**src/hdl/assert_macros.svh**
```systemverilog
// assertion macros for the rtl files that check themselves (used by the top level)
// no dependencies
`ifndef ASSERT_MACROS_SVH
`define ASSERT_MACROS_SVH

// antecedent implies consequent in the same cycle
`define ASSERT_SAME(label, clk, rst, ante, cons, msg) \
  label: assert property (@(posedge clk) disable iff (rst) (ante) |-> (cons)) \
    else $error(msg);

// antecedent implies consequent in the next cycle
`define ASSERT_NEXT(label, clk, rst, ante, cons, msg) \
  label: assert property (@(posedge clk) disable iff (rst) (ante) |=> (cons)) \
    else $error(msg);

`endif

```
**src/hdl/tsa_pkg.sv**
```systemverilog
// shared types, constants and helpers for the typed slot allocator
// no dependencies
package tsa_pkg;

  localparam int DIR_SLOTS   = 8;
  localparam int POINT_SLOTS = 32;
  localparam int SPOT_SLOTS  = 32;
  localparam int TOTAL_SLOTS = DIR_SLOTS + POINT_SLOTS + SPOT_SLOTS;

  localparam int POOL_MAX  = 32;
  localparam int IDX_W     = 5;
  localparam int SIZE_W    = IDX_W + 1;
  localparam int GLOBAL_W  = 7;
  localparam int IN_DATA_W  = 16;
  localparam int OUT_DATA_W = 16;

  typedef enum logic [1:0] {
    OP_ACQUIRE = 2'd0,
    OP_RELEASE = 2'd1,
    OP_SWAP    = 2'd2,
    OP_SET_EN  = 2'd3
  } op_t;

  typedef enum logic [1:0] {
    TYPE_DIR     = 2'd0,
    TYPE_POINT   = 2'd1,
    TYPE_SPOT    = 2'd2,
    TYPE_INVALID = 2'd3
  } light_type_t;

  typedef struct packed {
    logic [3:0]       pad;
    logic             component_on;
    logic [IDX_W-1:0] slot_index;
    light_type_t      prev_type;
    light_type_t      light_type;
    op_t              op;
  } req_t;

  typedef struct packed {
    logic                pad;
    logic                error;
    logic                lit;
    logic [GLOBAL_W-1:0] global_slot;
    logic [IDX_W-1:0]    slot;
    logic                granted;
  } rsp_t;

  typedef struct packed {
    logic capture;
    logic execute;
  } dp_cmd_t;

  function automatic logic [SIZE_W-1:0] pool_size(light_type_t t);
    logic [SIZE_W-1:0] s;
    unique case (t)
      TYPE_DIR:   s = SIZE_W'(DIR_SLOTS);
      TYPE_POINT: s = SIZE_W'(POINT_SLOTS);
      TYPE_SPOT:  s = SIZE_W'(SPOT_SLOTS);
      default:    s = '0;
    endcase
    return s;
  endfunction

  function automatic logic [GLOBAL_W-1:0] pool_base(light_type_t t);
    logic [GLOBAL_W-1:0] b;
    unique case (t)
      TYPE_POINT: b = GLOBAL_W'(DIR_SLOTS);
      TYPE_SPOT:  b = GLOBAL_W'(DIR_SLOTS + POINT_SLOTS);
      default:    b = '0;
    endcase
    return b;
  endfunction

endpackage

```
**src/hdl/tsa_ctrl.sv**
```systemverilog
// controller: input/output handshakes and the command sequence
// depends on tsa_pkg
module tsa_ctrl (
  input  logic             clk,
  input  logic             rst,
  input  logic             s_tvalid,
  output logic             s_tready,
  output logic             m_tvalid,
  input  logic             m_tready,
  output tsa_pkg::dp_cmd_t cmd
);
  import tsa_pkg::*;

  typedef enum logic {
    ST_IDLE,
    ST_EXEC
  } state_t;

  state_t state;
  logic   out_valid;
  logic   out_free;

  assign out_free    = !out_valid || m_tready;
  assign s_tready    = (state == ST_IDLE);
  assign m_tvalid    = out_valid;
  assign cmd.capture = s_tready && s_tvalid;
  assign cmd.execute = (state == ST_EXEC) && out_free;

  always_ff @(posedge clk) begin
    if (rst) begin
      state     <= ST_IDLE;
      out_valid <= 1'b0;
    end else begin
      unique case (state)
        ST_IDLE: begin
          if (s_tvalid) state <= ST_EXEC;
          if (m_tready) out_valid <= 1'b0;
        end
        ST_EXEC: begin
          if (out_free) begin
            state     <= ST_IDLE;
            out_valid <= 1'b1;
          end
        end
        default: state <= ST_IDLE;
      endcase
    end
  end

endmodule

```
**src/hdl/tsa_datapath.sv**
```systemverilog
// datapath: request register, slot bitmaps, first-free search, result register
// depends on tsa_pkg
module tsa_datapath (
  input  logic             clk,
  input  logic             rst,
  input  tsa_pkg::dp_cmd_t cmd,
  input  tsa_pkg::req_t    req_in,
  output tsa_pkg::rsp_t    rsp
);
  import tsa_pkg::*;

  req_t                   req;
  logic [TOTAL_SLOTS-1:0] owned;
  logic [TOTAL_SLOTS-1:0] enabled;
  logic [TOTAL_SLOTS-1:0] owned_next;
  logic [TOTAL_SLOTS-1:0] enabled_next;
  rsp_t                   rsp_next;

  logic [POOL_MAX-1:0] dir_map;
  logic [POOL_MAX-1:0] point_map;
  logic [POOL_MAX-1:0] spot_map;
  logic [POOL_MAX-1:0] pool_map;
  logic                free_found;
  logic [IDX_W-1:0]    free_idx;

  logic                ty_bad;
  logic                prev_ok;
  logic                ty_ok;
  logic [GLOBAL_W-1:0] prev_g;
  logic [GLOBAL_W-1:0] ty_g;
  logic [GLOBAL_W-1:0] free_g;

  // slots past the end of a pool read as owned
  for (genvar i = 0; i < POOL_MAX; i++) begin : g_map
    if (i < DIR_SLOTS) begin : g_dir
      assign dir_map[i] = owned[i];
    end else begin : g_dir_pad
      assign dir_map[i] = 1'b1;
    end
    if (i < POINT_SLOTS) begin : g_point
      assign point_map[i] = owned[DIR_SLOTS + i];
    end else begin : g_point_pad
      assign point_map[i] = 1'b1;
    end
    if (i < SPOT_SLOTS) begin : g_spot
      assign spot_map[i] = owned[DIR_SLOTS + POINT_SLOTS + i];
    end else begin : g_spot_pad
      assign spot_map[i] = 1'b1;
    end
  end

  always_comb begin
    unique case (req.light_type)
      TYPE_DIR:   pool_map = dir_map;
      TYPE_POINT: pool_map = point_map;
      TYPE_SPOT:  pool_map = spot_map;
      default:    pool_map = '1;
    endcase
  end

  // priority encoder, lowest free slot wins
  always_comb begin
    free_found = 1'b0;
    free_idx   = '0;
    for (int i = POOL_MAX - 1; i >= 0; i--) begin
      if (!pool_map[i]) begin
        free_found = 1'b1;
        free_idx   = IDX_W'(i);
      end
    end
  end

  assign ty_bad  = (req.light_type == TYPE_INVALID);
  assign prev_ok = (req.prev_type != TYPE_INVALID) &&
                   ({1'b0, req.slot_index} < pool_size(req.prev_type));
  assign ty_ok   = !ty_bad && ({1'b0, req.slot_index} < pool_size(req.light_type));
  assign prev_g  = pool_base(req.prev_type) + {2'b00, req.slot_index};
  assign ty_g    = pool_base(req.light_type) + {2'b00, req.slot_index};
  assign free_g  = pool_base(req.light_type) + {2'b00, free_idx};

  always_comb begin
    owned_next   = owned;
    enabled_next = enabled;
    rsp_next     = '0;
    unique case (req.op)
      OP_ACQUIRE: begin
        if (ty_bad) begin
          rsp_next.error = 1'b1;
        end else if (free_found) begin
          owned_next[free_g]   = 1'b1;
          rsp_next.granted     = 1'b1;
          rsp_next.slot        = free_idx;
          rsp_next.global_slot = free_g;
          rsp_next.lit         = enabled[free_g];
        end
      end
      OP_RELEASE: begin
        if (!prev_ok) begin
          rsp_next.error = 1'b1;
        end else begin
          owned_next[prev_g]   = 1'b0;
          rsp_next.slot        = req.slot_index;
          rsp_next.global_slot = prev_g;
        end
      end
      OP_SWAP: begin
        if (ty_bad || !prev_ok) begin
          rsp_next.error = 1'b1;
        end else if (req.light_type == req.prev_type) begin
          rsp_next.granted     = 1'b1;
          rsp_next.slot        = req.slot_index;
          rsp_next.global_slot = prev_g;
          rsp_next.lit         = owned[prev_g] && enabled[prev_g];
        end else begin
          // pools differ, so the release never touches the searched pool
          owned_next[prev_g] = 1'b0;
          if (free_found) begin
            owned_next[free_g]   = 1'b1;
            rsp_next.granted     = 1'b1;
            rsp_next.slot        = free_idx;
            rsp_next.global_slot = free_g;
            rsp_next.lit         = enabled[free_g];
          end
        end
      end
      OP_SET_EN: begin
        if (!ty_ok) begin
          rsp_next.error = 1'b1;
        end else begin
          enabled_next[ty_g]   = req.component_on;
          rsp_next.slot        = req.slot_index;
          rsp_next.global_slot = ty_g;
          rsp_next.lit         = owned[ty_g] && req.component_on;
        end
      end
      default: rsp_next = '0;
    endcase
  end

  always_ff @(posedge clk) begin
    if (rst) begin
      owned   <= '0;
      enabled <= '0;
    end else if (cmd.execute) begin
      owned   <= owned_next;
      enabled <= enabled_next;
    end
  end

  always_ff @(posedge clk) begin
    if (cmd.capture) req <= req_in;
    if (cmd.execute) rsp <= rsp_next;
  end

endmodule

```
**src/hdl/typed_slot_allocator_top.sv**
```systemverilog
// Typed slot allocator. Three pools of slots (8 directional, 32 point, 32 spot)
// each slot with an owned bit and an enabled bit, all clear after reset. One
// request item in gives one result item out. An item is taken in the cycle it
// arrives while the block is idle, worked in the execute state (lowest-free-slot
// search and bitmap update happen together), and the result is held in an
// output register; the next item is taken while that result still waits.
// No new item is taken until the current one is executed, following the
// capture-then-execute controller sequence; a stalled output holds the execute step.
// depends on tsa_pkg, tsa_ctrl, tsa_datapath, assert_macros.svh
`include "assert_macros.svh"

module typed_slot_allocator_top (
  input  logic                           clk,
  input  logic                           rst,
  input  logic                           s_tvalid,
  output logic                           s_tready,
  // op[1:0], light_type[3:2], prev_type[5:4], slot_index[10:6], component_on[11]
  input  logic [tsa_pkg::IN_DATA_W-1:0]  s_tdata,
  output logic                           m_tvalid,
  input  logic                           m_tready,
  // granted[0], slot[5:1], global_slot[12:6], lit[13], error[14]
  output logic [tsa_pkg::OUT_DATA_W-1:0] m_tdata
);
  import tsa_pkg::*;

  dp_cmd_t cmd;
  req_t    req_in;
  rsp_t    rsp;

  assign req_in  = req_t'(s_tdata);
  assign m_tdata = OUT_DATA_W'(rsp);

  tsa_ctrl u_ctrl (
    .clk      (clk),
    .rst      (rst),
    .s_tvalid (s_tvalid),
    .s_tready (s_tready),
    .m_tvalid (m_tvalid),
    .m_tready (m_tready),
    .cmd      (cmd)
  );

  tsa_datapath u_datapath (
    .clk    (clk),
    .rst    (rst),
    .cmd    (cmd),
    .req_in (req_in),
    .rsp    (rsp)
  );

  `ASSERT_NEXT(a_busy_after_accept, clk, rst, s_tvalid && s_tready, !s_tready, "accepted while busy")
  `ASSERT_SAME(a_exec_needs_room, clk, rst, cmd.execute, !m_tvalid || m_tready, "result overwritten")
  `ASSERT_SAME(a_error_clean, clk, rst, m_tvalid && rsp.error, !rsp.granted && !rsp.lit && rsp.global_slot == '0, "error result not cleared")
  `ASSERT_SAME(a_global_range, clk, rst, m_tvalid, rsp.global_slot < GLOBAL_W'(TOTAL_SLOTS), "global slot out of range")

endmodule
```
**config.mk**
```make
export PLATFORM = sky130hd
export DESIGN_NAME = typed_slot_allocator_top
export DESIGN_NICKNAME = d
export VERILOG_FILES = /design/src/hdl/tsa_pkg.sv /design/src/hdl/tsa_ctrl.sv /design/src/hdl/tsa_datapath.sv /design/src/hdl/typed_slot_allocator_top.sv
export VERILOG_INCLUDE_DIRS = /design/src /design/src/hdl
export SDC_FILE = /design/constraint.sdc
export NUM_CORES = 1
export LEC_CHECK = 0
export BUFFER_PORTS_ARGS = -buffer_cell sky130_fd_sc_hd__clkbuf_2
export CELL_PAD_IN_SITES_DETAIL_PLACEMENT = 1
export CELL_PAD_IN_SITES_GLOBAL_PLACEMENT = 1
export CORE_UTILIZATION = 47
export DETAILED_ROUTE_END_ITERATION = 16
export HOLD_SLACK_MARGIN = 0.12
export PLACE_DENSITY_LB_ADDON = 0.1
export SLEW_MARGIN = 0
export SYNTH_ARGS = -nofsm -noshare
export SYNTH_HDL_FRONTEND = slang
export SYNTH_HIERARCHICAL = 1
export SYNTH_SLANG_ARGS = --single-unit
```
**constraint.sdc**
```tcl
create_clock -name clk -period 4.8 [get_ports clk]
set_input_delay 0.96 -clock clk [delete_from_list [all_inputs] [get_ports clk]]
set_output_delay 0.96 -clock clk [all_outputs]
set_load 0.02 [all_outputs]
```
==> summary.txt <==
Critical-path top delay cell = o32ai_1
Port Buffers = 32
Num CTS Buffers = 17
Post-Syn Nets = 1488
Post-synth EDFFs = 24
Top cells by area, synth = dfxtp_1, a22oi_1, edfxtp_1
HP Class = reg -> reg
Mapped Cells = 1446
Share of the synthesized area in the top cell type = 26.3%
Setup tns final = 0 ps
DP HPWL = 33700 um
Cell taking the most area after synthesis = dfxtp_1
Worst path cell trace = inv_1 -> ha_1 -> buf_12 -> a22oi_1 -> o21a_1 -> nor4_2 -> o21ai_0 -> a211oi_2 -> ha_1 -> ha_1 -> nor2_1 -> buf_4 -> o221ai_1 -> o32ai_1 -> o41ai_1 -> a31oi_1
Top-count cell post-synth = nand2_1
Max incr delay on CP = 640 ps
Async SR Flop Fraction = 0%
CP max FO = 37
Site row count = 55
Global-route congestion overflow total = 0
Synthesized area = 11100 um^2
Top cells by count, synth = nand2_1, nor2_1, dfxtp_1, o21ai_0, a21oi_1
Initial antenna violation count = 1
Vias in the first global route = 12000
Worst R2R Path Depth = 16
Final Critical Period = 4490 ps
Max Cap Viol = 0
Share of layout cells above drive strength 1 = 13.0%
Leakage = 4.03 nW
Critical path arrival = 4760 ps
Core Region = 22900 um^2
Avg Inst Size Synth = 7.69 um^2
Area delta synth->final = 11.4%
Clk_skew = 14.5 ps
Final slew viol count = 0
Router iterations before antenna repair = 7
Clk_lat worst skew = 450 ps
Post-route antenna net violation count = 0
Htree depth = 4
Placer Congestion = 0.985
Worst Setup Path Type = reg -> reg
Startpoint class of the critical path = register
Worst rel slew slack = 19.8%
DIE HEIGHT = 156 um
Root buffer cell = clkbuf_16
Setup violations, final = 0
CP dominant cell by count = ha_1
P per Cell Area = 288 nW/um^2
Outcome = completed
WP data required = 5070 ps
Pin count of the biggest net entering global routing = 79
Total power = 3.57 mW
Avg Vias per Cell = 6.90
Initial DRC Count = 1482
Hold path depth = 2
Peak Freq = 223 MHz
Filler cell count = 2855
Wire length per cell = 26.7 um
Worst-margin pin slew = 1190 ps
CTS Hold Bufs = 0
Syn. warnings = 6
Clock slew at reported path FFs = 80 ps
# DRC = 0
CTS Sinks = 170
Deepest clock path buffer count = 2
Max IR drop VDD = 0.000242 V
Sequential-to-total area share from yosys stat = 32.8%
Fin nets = 1492
Flops & latches, synth = 170
Place WS = 203 ps
CTS tree = done
Most common flop cell mapped by yosys = dfxtp_1
Die width = 156 um
Via count = 12300
Die ar. = 24300 um^2
Routed Wire Length = 47500 um
Post-synth cell types = 89
Setup ws final = 308 ps
First-pass GRT wire length = 72100 um
Overall Global Routing Usage = 39.5%
Initial Utilization = 48.5%
CP Capture Type = register
Tcrit/Tclk final = 93.6%
Final hold violation count = 0
IO Pins = 38
==> through the flow <==
stage               util [%]  instances  cell area [um^2]  hold slack (ps)
finish                  54.0       1777             12400              495
CTS                     53.7       1770             12300              495
detailed placement      51.1       1738             11700              486
global placement        51.1       1738             11700              479
global route            54.0       1776             12400              533
floorplan                  -       1446             11100              459
==> final timing paths <==
check	from	endpoint	slack [ps]
setup / recovery	u_datapath/req[2]	u_datapath/rsp[13]	310
hold / removal	u_datapath/owned[20]	u_datapath/owned[20]	490
setup reg to reg	u_datapath/req[2]	u_datapath/rsp[13]	310
hold reg to reg	u_datapath/owned[20]	u_datapath/owned[20]	490
==> cells in the final DEF, fill, tap and decap left out, types with 7 or more instances in the layout <==
cell | synthesis | routed
o211ai_1 | 30 | 30
mux2i_1 | 11 | 11
inv_1 | 20 | 20
nor2_1 | 183 | 183
a32o_1 | 29 | 29
a31oi_1 | 9 | 9
mux4_2 | 8 | 8
nand3_1 | 24 | 24
a221oi_1 | 11 | 11
buf_4 | 8 | 71
clkbuf_2 | 0 | 31
ha_1 | 22 | 21
and3_1 | 7 | 7
a21oi_1 | 129 | 129
nand2_1 | 189 | 188
a211oi_1 | 11 | 10
o21ai_0 | 139 | 139
dfxtp_1 | 146 | 146
o21a_1 | 9 | 9
a22oi_1 | 109 | 109
a22o_1 | 14 | 14
clkbuf_16 | 0 | 18
o22ai_1 | 20 | 20
or3_1 | 7 | 7
o21ai_1 | 9 | 9
edfxtp_1 | 24 | 24
nor3_1 | 9 | 8
a222oi_1 | 10 | 10
mux2_2 | 18 | 18
==> power by group <==
group	internal [mW]	switching, mW	leakage (nW)
clock	0.729	0.703	0.297
sequential	1.46	0.0194	1.40
combinational	0.178	0.478	2.34
total	2.37	1.20	4.03
==> flip-flops by register name, indices dropped and copies added, names as in the netlist <==
name                flops
u_ctrl/m_tvalid         1
u_ctrl/state            1
u_datapath/enabled     72
u_datapath/owned       72
u_datapath/req         12
u_datapath/rsp         12
==> worst max-delay path: cells and delay by family (launching register included) <==
kind | cells | cell delay, ps
simple gates | 2 | 520
compound gates | 8 | 2040
flops | 1 | 440
buf+inv | 3 | 560
fa+ha+maj | 3 | 760
==> layer usage <==
layer  share of wire (%)  wire length, um  global-route usage, %
met1                  42            20200                   53.4
met2                  44            20700                   60.4
met3                 9.7             4610                   8.17
met4                 4.3             2050                   17.8
met5                   0                0                      0
==> layout make-up <==
class	count	area, um^2	area share [%]
diodes	1	2.50	0.0202
clock buffers	18	450	3.64
clock inverters	14	144	1.16
inverters	21	78.8	0.637
multi-input cells	1135	6920	55.9
flip-flops and latches	170	3640	29.4
well taps	313	392	3.16
repair buffers	105	748	6.05
==> logic make-up (layout without fill, tap and decap cells) <==
family / Yosys count / in the layout / share of synthesized area, %
multiplexers: 38 / 38 / 4.54
buffers and inverters: 141 / 158 / 5.58
flip-flops: 170 / 170 / 32.8
XOR/XNOR: 7 / 7 / 0.552
AND/OR/NAND/NOR: 486 / 486 / 19.3
adder cells (fa/ha/maj): 22 / 22 / 2.48
other: 1 / 2 / 0.0337
AO/OA/AOI/OAI: 581 / 581 / 34.8
==> what timing repair did <==
action                     CTS  global route
resized for setup            0             6
buffers inserted             0             6
setup endpoints to repair    0             7
No activity file was read; power rests on OpenSTA's default activity.
